`config.mk`:
```
export PLATFORM = sky130hd
export DESIGN_NAME = ft12_frame_checker_core
export DESIGN_NICKNAME = d
export VERILOG_FILES = /design/src/hdl/ft12_pkg.sv /design/src/hdl/ft12_frame_checker_core.sv /design/src/hdl/ft12_in_reg.sv /design/src/hdl/ft12_parser.sv /design/src/hdl/ft12_out_reg.sv
export SDC_FILE = /design/constraint.sdc
export NUM_CORES = 1
export LEC_CHECK = 0
export CAP_MARGIN = 20
export CORE_MARGIN = 2
export CORE_UTILIZATION = 50
export CTS_CLUSTER_SIZE = 28
export DETAILED_ROUTE_END_ITERATION = 8
export DONT_BUFFER_PORTS = 1
export SYNTH_ARGS = -nofsm -noshare
export SYNTH_HDL_FRONTEND = slang
export SYNTH_SLANG_ARGS = --single-unit
export TNS_END_PERCENT = 30
```
`constraint.sdc`:
```
create_clock -name clk -period 4.95 [get_ports clk]
set_input_delay 0.99 -clock clk [delete_from_list [all_inputs] [get_ports clk]]
set_output_delay 0.99 -clock clk [all_outputs]
set_load 0.03 [all_outputs]
```
`src/hdl/ft12_pkg.sv`:
```
package ft12_pkg;

    localparam logic [7:0] FIXED_START = 8'h10;
    localparam logic [7:0] VAR_START   = 8'h68;
    localparam logic [7:0] END_CHAR    = 8'h16;

    // Configuration register indexes.
    localparam logic CFG_LINK_ADDR_BYTES = 1'b0;
    localparam logic CFG_OWN_LINK_ADDR   = 1'b1;

    typedef enum logic [2:0] {
        ST_OK         = 3'd0,
        ST_NOT_START  = 3'd1,
        ST_LEN_BAD    = 3'd2,
        ST_START2_BAD = 3'd3,
        ST_END_BAD    = 3'd4,
        ST_ADDR_BAD   = 3'd5,
        ST_SUM_BAD    = 3'd6
    } status_t;

    typedef struct packed {
        status_t    status;
        logic       is_variable;
        logic [7:0] control_field;
        logic [7:0] user_length;
    } result_t;

endpackage

```
`src/hdl/ft12_frame_checker_core.sv`:
```
// A received byte waits in the input register until the result register can take it,
// and a frame's result word stays in the result register until the sink takes it.
// Throughput: one received byte per cycle unless the sink stalls; per byte the parser does
// one 8-bit add and a few compares between the input register and the result register.
// Reset (rst_n, asynchronous, active low): hunting for a start byte, both
// registers empty, one-byte link address, own link address 0.
module ft12_frame_checker_core (
    input  logic        clk,
    input  logic        rst_n,
    input  logic        s_tvalid,
    output logic        s_tready,
    input  logic [7:0]  s_tdata,   // [7:0] rx_byte
    output logic        m_tvalid,
    input  logic        m_tready,
    output logic [23:0] m_tdata,   // [2:0] status, [10:3] control_field, [18:11] user_length
    output logic        m_tuser,   // [0] is_variable
    input  logic        cfg_we,
    input  logic        cfg_index,
    input  logic [15:0] cfg_wdata
);
    import ft12_pkg::*;

    logic        advance;
    logic        byte_valid;
    logic [7:0]  byte_data;
    logic        res_valid;
    result_t     res;
    logic [1:0]  link_address_bytes_reg;
    logic [15:0] own_link_address_reg;

    // A word leaves the input register whenever the result register can take it.
    assign advance = byte_valid && (!m_tvalid || m_tready);

    always_ff @(posedge clk or negedge rst_n)
    begin
        if (!rst_n)
        begin
            link_address_bytes_reg <= 2'd1;
            own_link_address_reg   <= 16'h0000;
        end
        else if (cfg_we)
        begin
            case (cfg_index)
                CFG_LINK_ADDR_BYTES: link_address_bytes_reg <= cfg_wdata[1:0];
                CFG_OWN_LINK_ADDR:   own_link_address_reg   <= cfg_wdata;
                default:             ;
            endcase
        end
    end

    ft12_in_reg u_in_reg (
        .clk        (clk),
        .rst_n      (rst_n),
        .s_tvalid   (s_tvalid),
        .s_tready   (s_tready),
        .s_tdata    (s_tdata),
        .advance    (advance),
        .byte_valid (byte_valid),
        .byte_data  (byte_data)
    );

    ft12_parser u_parser (
        .clk                (clk),
        .rst_n              (rst_n),
        .advance            (advance),
        .rx_byte            (byte_data),
        .link_address_bytes (link_address_bytes_reg),
        .own_link_address   (own_link_address_reg),
        .res_valid          (res_valid),
        .res                (res)
    );

    ft12_out_reg u_out_reg (
        .clk       (clk),
        .rst_n     (rst_n),
        .advance   (advance),
        .res_valid (res_valid),
        .res       (res),
        .m_tvalid  (m_tvalid),
        .m_tready  (m_tready),
        .m_tdata   (m_tdata),
        .m_tuser   (m_tuser)
    );
endmodule

```
`src/hdl/ft12_in_reg.sv`:
```
module ft12_in_reg (
    input  logic       clk,
    input  logic       rst_n,
    input  logic       s_tvalid,
    output logic       s_tready,
    input  logic [7:0] s_tdata,
    input  logic       advance,
    output logic       byte_valid,
    output logic [7:0] byte_data
);
    logic       valid_reg;
    logic       valid_next;
    logic [7:0] data_reg;

    // The register frees up in the same cycle that its word moves on.
    assign s_tready = !valid_reg || advance;

    always_comb
    begin
        valid_next = valid_reg;
        if (s_tvalid && s_tready)
        begin
            valid_next = 1'b1;
        end
        else if (advance)
        begin
            valid_next = 1'b0;
        end
    end

    always_ff @(posedge clk or negedge rst_n)
    begin
        if (!rst_n)
        begin
            valid_reg <= 1'b0;
        end
        else
        begin
            valid_reg <= valid_next;
        end
    end

    always_ff @(posedge clk)
    begin
        if (s_tvalid && s_tready)
        begin
            data_reg <= s_tdata;
        end
    end

    assign byte_valid = valid_reg;
    assign byte_data  = data_reg;
endmodule

```
`src/hdl/ft12_parser.sv`:
```
module ft12_parser (
    input  logic             clk,
    input  logic             rst_n,
    input  logic             advance,
    input  logic [7:0]       rx_byte,
    input  logic [1:0]       link_address_bytes,
    input  logic [15:0]      own_link_address,
    output logic             res_valid,
    output ft12_pkg::result_t res
);
    import ft12_pkg::*;

    logic [8:0] pos_reg,      pos_next;
    logic       var_reg,      var_next;
    logic [7:0] len_reg,      len_next;
    logic [7:0] sum_reg,      sum_next;
    logic [7:0] addr_lo_reg,  addr_lo_next;
    logic [7:0] addr_hi_reg,  addr_hi_next;
    logic [7:0] ctrl_reg,     ctrl_next;
    logic       sum_bad_reg,  sum_bad_next;

    logic       two_byte_addr;
    logic       addr_ok;
    logic [8:0] fixed_end_pos;
    logic [8:0] data_last_pos;
    logic [8:0] pos_inc;

    assign two_byte_addr = (link_address_bytes == 2'd2);
    assign addr_ok = ({two_byte_addr ? addr_hi_reg : 8'h00, addr_lo_reg} == own_link_address);
    assign fixed_end_pos = two_byte_addr ? 9'd5 : 9'd4;
    assign data_last_pos = {1'b0, len_reg} + 9'd3;
    assign pos_inc = pos_reg + 9'd1;

    always_comb
    begin
        pos_next     = pos_reg;
        var_next     = var_reg;
        len_next     = len_reg;
        sum_next     = sum_reg;
        addr_lo_next = addr_lo_reg;
        addr_hi_next = addr_hi_reg;
        ctrl_next    = ctrl_reg;
        sum_bad_next = sum_bad_reg;
        res_valid    = 1'b0;
        res          = '{status: ST_OK, is_variable: 1'b0,
                         control_field: 8'h00, user_length: 8'h00};

        if (pos_reg == 9'd0)
        begin
            if (rx_byte != FIXED_START && rx_byte != VAR_START)
            begin
                res_valid  = 1'b1;
                res.status = ST_NOT_START;
            end
            else
            begin
                var_next     = (rx_byte == VAR_START);
                len_next     = 8'h00;
                sum_next     = 8'h00;
                addr_lo_next = 8'h00;
                addr_hi_next = 8'h00;
                ctrl_next    = 8'h00;
                sum_bad_next = 1'b0;
                pos_next     = 9'd1;
            end
        end
        else if (!var_reg)
        begin
            // A shortened address setting can leave the position past the end.
            if (pos_reg >= fixed_end_pos)
            begin
                res_valid         = 1'b1;
                res.control_field = ctrl_reg;
                if (rx_byte != END_CHAR)
                begin
                    res.status = ST_END_BAD;
                end
                else if (!addr_ok)
                begin
                    res.status = ST_ADDR_BAD;
                end
                else if (sum_bad_reg)
                begin
                    res.status = ST_SUM_BAD;
                end
                pos_next = 9'd0;
            end
            else
            begin
                if (pos_reg == fixed_end_pos - 9'd1)
                begin
                    sum_bad_next = (rx_byte != sum_reg);
                end
                else
                begin
                    if (pos_reg == 9'd1)
                    begin
                        ctrl_next = rx_byte;
                    end
                    else if (pos_reg == 9'd2)
                    begin
                        addr_lo_next = rx_byte;
                    end
                    else
                    begin
                        addr_hi_next = rx_byte;
                    end
                    sum_next = sum_reg + rx_byte;
                end
                pos_next = pos_inc;
            end
        end
        else
        begin
            pos_next = pos_inc;
            if (pos_reg == 9'd1)
            begin
                len_next = rx_byte;
            end
            else if (pos_reg == 9'd2)
            begin
                if (rx_byte != len_reg)
                begin
                    res_valid       = 1'b1;
                    res.status      = ST_LEN_BAD;
                    res.is_variable = 1'b1;
                    res.user_length = len_reg;
                    pos_next        = 9'd0;
                end
            end
            else if (pos_reg == 9'd3)
            begin
                if (rx_byte != VAR_START)
                begin
                    res_valid       = 1'b1;
                    res.status      = ST_START2_BAD;
                    res.is_variable = 1'b1;
                    res.user_length = len_reg;
                    pos_next        = 9'd0;
                end
            end
            else if (pos_reg <= data_last_pos)
            begin
                if (pos_reg == 9'd4)
                begin
                    ctrl_next = rx_byte;
                end
                else if (pos_reg == 9'd5)
                begin
                    addr_lo_next = rx_byte;
                end
                else if (pos_reg == 9'd6)
                begin
                    addr_hi_next = rx_byte;
                end
                sum_next = sum_reg + rx_byte;
            end
            else if (pos_reg == data_last_pos + 9'd1)
            begin
                sum_bad_next = (rx_byte != sum_reg);
            end
            else
            begin
                res_valid         = 1'b1;
                res.is_variable   = 1'b1;
                res.control_field = ctrl_reg;
                res.user_length   = len_reg;
                if (rx_byte != END_CHAR)
                begin
                    res.status = ST_END_BAD;
                end
                else if (sum_bad_reg)
                begin
                    res.status = ST_SUM_BAD;
                end
                else if (!addr_ok)
                begin
                    res.status = ST_ADDR_BAD;
                end
                pos_next = 9'd0;
            end
        end
    end

    always_ff @(posedge clk or negedge rst_n)
    begin
        if (!rst_n)
        begin
            pos_reg     <= 9'd0;
            var_reg     <= 1'b0;
            len_reg     <= 8'h00;
            sum_reg     <= 8'h00;
            addr_lo_reg <= 8'h00;
            addr_hi_reg <= 8'h00;
            ctrl_reg    <= 8'h00;
            sum_bad_reg <= 1'b0;
        end
        else if (advance)
        begin
            pos_reg     <= pos_next;
            var_reg     <= var_next;
            len_reg     <= len_next;
            sum_reg     <= sum_next;
            addr_lo_reg <= addr_lo_next;
            addr_hi_reg <= addr_hi_next;
            ctrl_reg    <= ctrl_next;
            sum_bad_reg <= sum_bad_next;
        end
    end
endmodule

```
`src/hdl/ft12_out_reg.sv`:
```
module ft12_out_reg (
    input  logic              clk,
    input  logic              rst_n,
    input  logic              advance,
    input  logic              res_valid,
    input  ft12_pkg::result_t res,
    output logic              m_tvalid,
    input  logic              m_tready,
    output logic [23:0]       m_tdata,
    output logic              m_tuser
);
    import ft12_pkg::*;

    logic    valid_reg;
    logic    valid_next;
    logic    load;
    result_t res_reg;

    assign load = advance && res_valid;

    always_comb
    begin
        valid_next = valid_reg;
        if (load)
        begin
            valid_next = 1'b1;
        end
        else if (m_tready)
        begin
            valid_next = 1'b0;
        end
    end

    always_ff @(posedge clk or negedge rst_n)
    begin
        if (!rst_n)
        begin
            valid_reg <= 1'b0;
        end
        else
        begin
            valid_reg <= valid_next;
        end
    end

    always_ff @(posedge clk)
    begin
        if (load)
        begin
            res_reg <= res;
        end
    end

    assign m_tvalid = valid_reg;
    assign m_tdata  = {5'b00000, res_reg.user_length, res_reg.control_field, res_reg.status};
    assign m_tuser  = res_reg.is_variable;
endmodule

```
---- Word level (Yosys, flattened, before mapping) ----
Index checks and enable logic that the tools add are counted.
storage, ports and cells
  register bits ........................... 99
  input port bits ......................... 30
  output and inout bits ................... 27
  logic and storage cells ................. 196
operators by class
  add/subtract/negate cells ............... 5
  $lt $le $gt $ge ......................... 2
  equal/unequal tests ..................... 30
  multiplexer cells ....................... 109
  bitwise logic cells ..................... 3
  reduce and logical (&&, ||, !) cells .... 30
operators by type and width
  kind                   count
  $mux W8                55
  $mux W9                11
  $mux W20               3
  $mux W3                11
  $eq A9 B3 Y1 const B   3
  $mux W1                27
  $ne A3 B3 Y1 const B   9
  $add A9 B1 Y9 const B  2
  $eq A9 B2 Y1 const B   2
  $eq A9 B9 Y1           2
  $eq A16 B16 Y1         1
  $ne A8 B5 Y1 const B   2
  $ne A8 B8 Y1           2
  $reduce_bool A3 Y1     5
  $reduce_and A13 Y1     1
  $reduce_and A12 Y1     1
  $reduce_and A10 Y1     1
  $add A8 B2 Y9 const B  1
  $eq A9 B1 Y1 const B   1
  $ge A9 B9 Y1           1
  $le A9 B9 Y1           1
  $logic_not A9 Y1       1
  $reduce_and A9 Y1      1
  $sub A9 B1 Y9 const B  1
  other kinds (19)       34

---- Logic depth before layout (Yosys ltp) ----
Gate-level depths: netlist (run 1).
  word-level depth ........................ 13
  gate-level depth with buffers ........... 14
  gate-level depth less buffers ........... 12

---- Cells and area by module ----
A second synthesis (run 1) with hierarchy kept.
unflattened totals
  cells, all modules ...................... 539
  area total of the unflattened synthesis .. 5818.1 µm²
modules (own cells, without submodules)
  module                   times used  cells each  area an instance (µm²)  sequential area each (µm²)
  ft12_parser              1           456         4110.2                  1276.2
  ft12_frame_checker_core  1           41          726.9                   451.7
  ft12_out_reg             1           30          686.9                   625.6
  ft12_in_reg              1           12          294.0                   265.3

---- Worst setup path after synthesis (run 1) ----
No wires, ideal clock.
  kind .................................... register -> register
  start point ............................. register u_parser.len_reg[1]
  end point ............................... register u_out_reg.res_reg, in the netlist u_out_reg.m_tdata[0] (enable)
  setup time .............................. 380 ps
  arrival ................................. 3420 ps
  required time ........................... 4570 ps
  setup slack ............................. 1150 ps
  stages on the path, launching flop included .. 14
  buffers on the path ..................... 1
  clock period less this slack ............ 3800 ps
  cells stage by stage .................... dfrtp_1 > buf_2 > inv_1 > ha_1 > nor2b_1 > nand2_1 > or2_2 > ha_1 > and4_1 > a221o_1 > nand3_1 > a211o_1 > a21oi_1 > o31a_1
between the ends
  longest elaborated chain between the ends .. 11
  elaborated cells between the ends (all ways) .. 14
  classes of those cells .................. add/sub (2); order compare (1); eq/ne (2); mux (8); reduce/logical (1)
RTL lines
  what                    line                text
  start, declared         ft12_parser.sv:15   logic [7:0] len_reg, len_next;
  start signal, assigned  ft12_parser.sv:202  len_reg <= len_next;
  $add A8 B2 Y9           ft12_parser.sv:31   assign data_last_pos = {1'b0, len_reg} + 9'd3;
  $add A9 B1 Y9           ft12_parser.sv:158  else if (pos_reg == data_last_pos + 9'd1)
  $eq A9 B9 Y1            ft12_parser.sv:158
  $mux W1                 ft12_parser.sv:158
  $mux W1                 ft12_parser.sv:142  else if (pos_reg <= data_last_pos)
  $mux W1                 ft12_parser.sv:131  else if (pos_reg == 9'd3)
  $mux W1 *               ft12_parser.sv:120  else if (pos_reg == 9'd2)
  $mux W1 *               ft12_parser.sv:116  if (pos_reg == 9'd1)
  $mux W1 *               ft12_parser.sv:67   else if (!var_reg)
  $mux W1 *               ft12_parser.sv:48   if (pos_reg == 9'd0)
  $logic_and A1 B1 Y1 *   ft12_out_reg.sv:19  assign load = advance && res_valid;
  net u_out_reg.load      ft12_out_reg.sv:16  logic load;
  end signal, assigned    ft12_out_reg.sv:50  res_reg <= res;
  end, declared           ft12_out_reg.sv:17  result_t res_reg;
Mark *: on every way through the listed nets, which the timed path passes. The rest lies on a longest branch.
A chain may end at the register's enable or synchronous reset.

---- Final worst setup path (run 1) ----
  start point ............................. register u_parser.len_reg[0]
  end point ............................... register u_out_reg.res_reg, in the netlist u_out_reg.m_tdata[9] (enable)
Same word-level chain as after synthesis.

==> impl_results.md, run 1 <==
* Run status: finished clean
* Cell with the most instances after synthesis: sky130_fd_sc_hd__dfrtp_1
* Largest net degree at the start of global routing at 72
* Fill cells at slightly above 1k
* Cts bufs inserted at 9
* Initial core utilization at 0.510
* Die area at 12500 µm²
* Total cell area at the placement stage at just under 6000 µm²
* Number of nets with antenna violations after routing at 0
* Maximum level of the CTS H-tree at 3
* Mapped Avg Cell Area at roughly 11 µm²
* Placed wire-length estimate at 9140 µm
* Clock Pin Slew Worst Setup and Hold Paths at about 70 ps
* Sequential power share at 0.391
* Post-CTS Setup Inserts at 0
* WP data required at 4990 ps
* Worst vdd ir at roughly 0.34 mV
* Number of synthesized register bits at 99
* Post-synth top area cell: sky130_fd_sc_hd__dfrtp_1
* Total negative slack for setup checks at 0 ps
* Chip height at 112 µm
* Total count of hold-check failures in the final report at 0
* Total overflow reported by the global router at 0
* Type of destination of the critical path: register
* Fin area at around 6200 µm²
* Clock tree from TritonCTS: yes
* Number of max-capacitance violations reported at 0
* Clock insertion delay at the later pin of the skew report at 350 ps
* Fraction of power spent switching nets at 0.424
* Hold Worst Slack at 329 ps
* Total via count in the routed design at 4018
* Cell area power density at 660 nW/µm²
* Seq/Total Area, Yosys at 0.449
* Post-CTS Hold Fix Bufs at 0
* Fraction of post-synthesis cell area in the top cell type by area at 0.301
* Arrival time at the worst endpoint at 4200 ps
* Top cells by area, synth: sky130_fd_sc_hd__dfrtp_1, sky130_fd_sc_hd__edfxtp_1, sky130_fd_sc_hd__mux2_2
* Number of detailed-route iterations in the first pass at 5
* Flip-flop count of the largest register after layout at 19
* Shortest period the worst path allows at 4160 ps
* Setup repair after global routing missed its margin: false
* Total number of yosys warnings at 0
* Worst Skew at 8.97 ps
* Number of global-route vias before repair at slightly above 4k
* Clock tree root driver cell: sky130_fd_sc_hd__clkbuf_16
* Number of remaining DRC errors at 0
* Overall routed net length at 12600 µm
* Power dissipated by switching net loads at 1.74 mW
* Post-cts gate resize count at 0
* Weighted congestion reported at the end of routability-driven placement at 0.891
* Tcrit/Tclk final at 0.841
* Via-per-instance ratio at 5.99
* Max Root-Sink Buffers at 2
* Number of instances in the synthesized netlist at 536
* Final setup violating endpoints at 0
* Number of enable flip-flop cells after synthesis at 28
* Initial antenna violation count at 0
* Async S/R FF share, synth at 0.717
* Placement Rows at 39
* Min-delay worst type: input pin to async pin
* Diode count at 0
* Count of clock tree sinks at 99
* Area growth syn-to-layout at 6.36%
* Synth cell count leaders: sky130_fd_sc_hd__dfrtp_1, sky130_fd_sc_hd__mux2_2, sky130_fd_sc_hd__nand2_1, sky130_fd_sc_hd__edfxtp_1, sky130_fd_sc_hd__nor2_1
* Horizontal extent of the die at 112 µm
* Category of the worst setup path launch point: register
* Number of pins with negative max-slew slack in the final report at 0
* Slew of the pin with the lowest slew margin at 719 ps
* PortBufs at 0
* Nets at 577
* I/O pin count at 57
* Worst reg-to-reg path cell count at 13
* Maximum achievable frequency at between 0.2 and 0.25 GHz
* CP Max Fanout at 20
* Cell area after synthesis at around 5800 µm²
* Total global routing track utilization at 0.212
* Slowest stage cell, crit path: sky130_fd_sc_hd__a21oi_1
* Largest incremental delay on the critical path at 530 ps
* Chain of cells forming the critical path: inv_1 > ha_1 > nor2b_1 > nand2_1 > or2_2 > ha_1 > and4_1 > a221o_1 > nand3_1 > a211o_1 > a21oi_1 > o31a_1 > buf_4
* Commonest register cell after synthesis: sky130_fd_sc_hd__dfrtp_1
* Cell-internal power at 2.35 mW
* Synth cell types at 73
* Wire length of the first global-routing pass at 20900 µm
* Core Region at 11400 µm²
* Cell repeated most along the worst path: sky130_fd_sc_hd__ha_1
* Logic pwr share at 0.434
* Iter 0 DRT Violations at approximately 200
* Routed len/inst at 18.8 µm
* Pleak at 2.59 nW
* Category of the most critical setup path: register to register
* Clock power frac at 0.175
* Share of cells above drive strength 1 at 0.163
* Worst slew slack as a fraction of its limit at 0.518
area by class of cell:
type	count	area, µm²	area share
Multi-Input combinational cell	397	3030	0.488
Sequential cell	99	2620	0.423
Clock buffer	9	225	0.0363
Tap cell	143	179	0.0289
Clock inverter	7	72.6	0.0117
Inverter	12	45.0	0.00727
Timing Repair Buffer	4	30.0	0.00485
stage by stage:
stage / util / total power, mW / worst slack, ps / std cells
after floorplan: - / 2.97 / 1150 / 540
after global placement: 0.517 / 3.35 / 977 / 655
after detailed placement: 0.517 / 3.39 / 820 / 655
after CTS: 0.543 / 4.12 / 797 / 671
after global routing: 0.543 / 4.38 / 446 / 671
final: 0.543 / 4.09 / 786 / 671
path summary, 6_finish.rpt:
| kind | from | end | slack (ps) |
|---|---|---|---|
| hold / removal | rst_n | u_parser.addr_hi_reg[4] | 330 |
| min in group clk | u_parser.sum_reg[0] | u_parser.sum_reg[0] | 490 |
| hold reg to reg | u_parser.sum_reg[0] | u_parser.sum_reg[0] | 490 |
| setup reg to reg | u_parser.len_reg[0] | u_out_reg.m_tdata[9] | 790 |
| max in group asynchronous | rst_n | link_address_bytes_reg[0] | 4430 |
| setup / recovery | u_parser.len_reg[0] | u_out_reg.m_tdata[9] | 790 |
metal layers:
layer	GRT usage	part of all wire
met1	0.283	0.46
met2	0.339	0.47
met3	0.0533	0.051
met4	0.0732	0.018
met5	0	0
placed cells by master, fill, tap and decap left out, types with 4 or more instances in the layout:
master                       n
sky130_fd_sc_hd__a21o_1      8
sky130_fd_sc_hd__a21oi_1    12
sky130_fd_sc_hd__a31oi_1    11
sky130_fd_sc_hd__a41oi_1     4
sky130_fd_sc_hd__and2_1     19
sky130_fd_sc_hd__and3_1      7
sky130_fd_sc_hd__buf_4       4
sky130_fd_sc_hd__clkbuf_16   9
sky130_fd_sc_hd__conb_1      5
sky130_fd_sc_hd__dfrtp_1    70
sky130_fd_sc_hd__edfxtp_1   28
sky130_fd_sc_hd__ha_1       23
sky130_fd_sc_hd__inv_1      12
sky130_fd_sc_hd__mux2_2     42
sky130_fd_sc_hd__mux2_4      8
sky130_fd_sc_hd__nand2_1    37
sky130_fd_sc_hd__nand2b_1    7
sky130_fd_sc_hd__nand3_1    16
sky130_fd_sc_hd__nand4_1    11
sky130_fd_sc_hd__nor2_1     25
sky130_fd_sc_hd__nor2b_1    11
sky130_fd_sc_hd__nor3_1     11
sky130_fd_sc_hd__nor4_1      4
sky130_fd_sc_hd__o21a_1      4
sky130_fd_sc_hd__o21ai_0    15
sky130_fd_sc_hd__o22ai_1     4
sky130_fd_sc_hd__o31ai_1     8
sky130_fd_sc_hd__xnor2_1    21
sky130_fd_sc_hd__xor2_1     24
power groups by stage:
stage                     Combinational (mW)  Sequential (mW)  Clock [mW]
after floorplan                         1.51             1.45           0
after global placement                  1.75             1.60           0
after detailed placement                1.77             1.61           0
after CTS                               1.78             1.60       0.737
after global routing                    1.97             1.64       0.766
final                                   1.77             1.60       0.718
critical path: cells and delay by family, from the launching register on:
family / cells / cell delay, ps
flops: 1 / 510
simple gates: 5 / 1160
fa+ha+maj: 2 / 570
buf+inv: 2 / 370
compound gates: 4 / 1230
cell families (layout without fill, tap and decap cells):
group / after synthesis / in the layout / share of synthesized area
AND/OR/NAND/NOR: 175 / 175 / 0.170
flip-flops: 99 / 99 / 0.449
AO/OA/AOI/OAI: 97 / 97 / 0.120
multiplexers: 50 / 50 / 0.102
XOR/XNOR: 46 / 46 / 0.0715
buffers and inverters: 44 / 32 / 0.0337
adder cells (fa/ha/maj): 24 / 24 / 0.0528
other: 1 / 5 / 0.000644
Note: power is estimated with default switching activity, not from simulation.
==> run 2, diff against run 1 <==
Settings changed: PLACE_DENSITY set to 0.68.
Clock period 4.95 ns to 3.7 ns, I/O delays scaled along.
==> run 2 against run 1 <==
Effect of this change: register-to-register slack got worse by 540 ps; cell count rose by 1.9%; sequential power is 29% higher; clock power increased by 27%; combinational power up 48%; sequential cell count did not move; largest cell class unchanged; largest power group unchanged.
==> impl_results.md, run 2 (synthesized netlist as in run 1, its figures left out) <==
* Run status: finished clean
* Shortest period the worst path allows at 3460 ps (-706 ps)
* Total overflow reported by the global router at 0 (unchanged)
* Clock Pin Slew Worst Setup and Hold Paths at 70 ps (about the same)
* CP Max Fanout at 8 (-60%)
* Fill cells at 990 (-2.0%)
* Core Region at 11400 µm² (unchanged)
* Total power at 5.59 mW (+37%)
* Post-CTS Hold Fix Bufs at 0 (unchanged)
* Maximum achievable frequency at 0.289 GHz (+20%)
* Wire length of the first global-routing pass at 21300 µm (+1.9%)
* Placed wire-length estimate at 9790 µm (+7.1%)
* Number of max-capacitance violations reported at 0 (unchanged)
* Die area at 12500 µm² (unchanged)
* Total cell area at the placement stage at 6000 µm² (+1.7%)
* Clock tree from TritonCTS: yes
* Final worst-path setup slack at 242 ps (-544 ps)
* Number of detailed-route iterations in the first pass at 6 (+1)
* Worst vdd ir at 0.477 mV (+39%)
* Total negative slack for setup checks at 0 ps (unchanged)
* Tcrit/Tclk final at 0.935 (+0.0934)
* Number of nets with antenna violations after routing at 0 (unchanged)
* Total count of hold-check failures in the final report at 0 (unchanged)
* Cts bufs inserted at 9 (unchanged)
* Largest net degree at the start of global routing at 72 (unchanged)
* I/O pin count at 57 (unchanged)
* Routed len/inst at 19.3 µm (+2.6%)
* Type of destination of the critical path: register
* Chip height at 112 µm (unchanged)
* Final setup violating endpoints at 0 (unchanged)
* Post-CTS Setup Inserts at 0 (unchanged)
* Post-Route Utilization at 0.552 (+0.00921)
* Flip-flop count of the largest register after layout at 19 (unchanged)
* Total via count in the routed design at 4257 (+5.9%)
* Cell area power density at 887 nW/µm² (+34%)
* Via-per-instance ratio at 6.22 (+3.9%)
* Maximum level of the CTS H-tree at 3 (unchanged)
* Worst slew slack as a fraction of its limit at 0.561 (+0.0430)
* PortBufs at 0 (unchanged)
* Fin area at 6300 µm² (+1.7%)
* Share of cells above drive strength 1 at 0.189 (+0.0257)
* Min-delay worst type: input pin to async pin
* Clock insertion delay at the later pin of the skew report at 340 ps (about the same)
* Diode count at 0 (unchanged)
* Count of clock tree sinks at 99 (unchanged)
* Arrival time at the worst endpoint at 3690 ps (-510 ps)
* Number of global-route vias before repair at 4132 (+2.8%)
* Initial core utilization at 0.510 (unchanged)
* Worst Skew at 4.98 ps (-4.00 ps)
* WP data required at 3930 ps (-1060 ps)
* Number of pins with negative max-slew slack in the final report at 0 (unchanged)
* Initial antenna violation count at 0 (unchanged)
* Horizontal extent of the die at 112 µm (unchanged)
* Nets at 590 (+2.3%)
* Weighted congestion reported at the end of routability-driven placement at 0.949 (+6.4%)
* Iter 0 DRT Violations at 419 (+110%)
* Slew of the pin with the lowest slew margin at 658 ps (-61.2 ps)
* Non-filler instance count after layout at 684 (+1.9%)
* Pleak at 2.65 nW (+2.4%)
* Setup repair after global routing missed its margin: false
* Total global routing track utilization at 0.215 (+0.00264)
* Number of remaining DRC errors at 0 (unchanged)
* Clock tree root driver cell: sky130_fd_sc_hd__clkbuf_16
* Post-placement worst setup slack at 197 ps (-623 ps)
* Post-Place Cells at 668 (+2.0%)
* Area growth syn-to-layout at 8.16%
* Most frequent standard cell in the layout excluding fill and tap cells: sky130_fd_sc_hd__dfrtp_1
* Overall routed net length at 13200 µm (+4.6%)
* Category of the most critical setup path: register to register
* Leading cell types in the layout, fill and taps excluded: sky130_fd_sc_hd__dfrtp_1, sky130_fd_sc_hd__mux2_2, sky130_fd_sc_hd__nand2_1
* Hold Worst Slack at 86.3 ps (-243 ps)
* Placement Rows at 39 (unchanged)
* Max Root-Sink Buffers at 2 (unchanged)
* Category of the worst setup path launch point: register
## run 2: worst max-delay path, stage by stage (launching register included)
cell and delay (ps):
sky130_fd_sc_hd__dfrtp_1 340, sky130_fd_sc_hd__inv_1 60, sky130_fd_sc_hd__ha_1 250, sky130_fd_sc_hd__nor2b_2 220, sky130_fd_sc_hd__xnor2_1 100, sky130_fd_sc_hd__ha_1 320, sky130_fd_sc_hd__and4_1 220, sky130_fd_sc_hd__a221o_1 350
sky130_fd_sc_hd__a221o_1 390, sky130_fd_sc_hd__nand2_1 150, sky130_fd_sc_hd__nand2_1 70, sky130_fd_sc_hd__a221o_1 500, sky130_fd_sc_hd__mux2_4 370
## run 2: layout make-up
cell class,instances,area (µm²),area share
clock buffer,10,250,0.0397
clock inverter,6,43.8,0.00695
inverter,12,45.0,0.00715
multi-input combinational,397,3040,0.482
sequential,99,2620,0.416
tap,143,179,0.0284
timing repair buffer,17,128,0.0203
## run 2: where the power goes
group	internal [mW]	switching (mW)
Combinational	1.15	1.47
Clock	0.500	0.410
Sequential	1.56	0.501
Total	3.21	2.38
## run 2: layer usage
layer / global-route usage / wire length (µm) / vias to the layer above
met5: 0 / 0 / -
met4: 0.0593 / 289 / 0
met3: 0.0468 / 898 / 31
met2: 0.349 / 6270 / 199
met1: 0.293 / 5730 / 2061
li1: - / - / 1966
## run 2: what timing repair did
item                                    4_1_cts  5_1_grt
hold endpoints to repair                      0        0
gates resized for setup                       0        2
endpoints found under the setup margin        0       41
## run 2: path summary, 6_finish.rpt
path,from,endpoint,slack (ps),depth (start not counted)
max in group asynchronous,rst_n,link_address_bytes_reg[0],3440,0
worst min register to register,u_parser.sum_reg[3],u_parser.sum_reg[3],480,2
worst max-delay path,u_parser.len_reg[0],u_parser.ctrl_reg[6],240,12
min in group clk,u_parser.sum_reg[3],u_parser.sum_reg[3],480,2
worst min-delay path,rst_n,own_link_address_reg[10],90,0
worst max register to register,u_parser.len_reg[0],u_parser.ctrl_reg[6],240,12
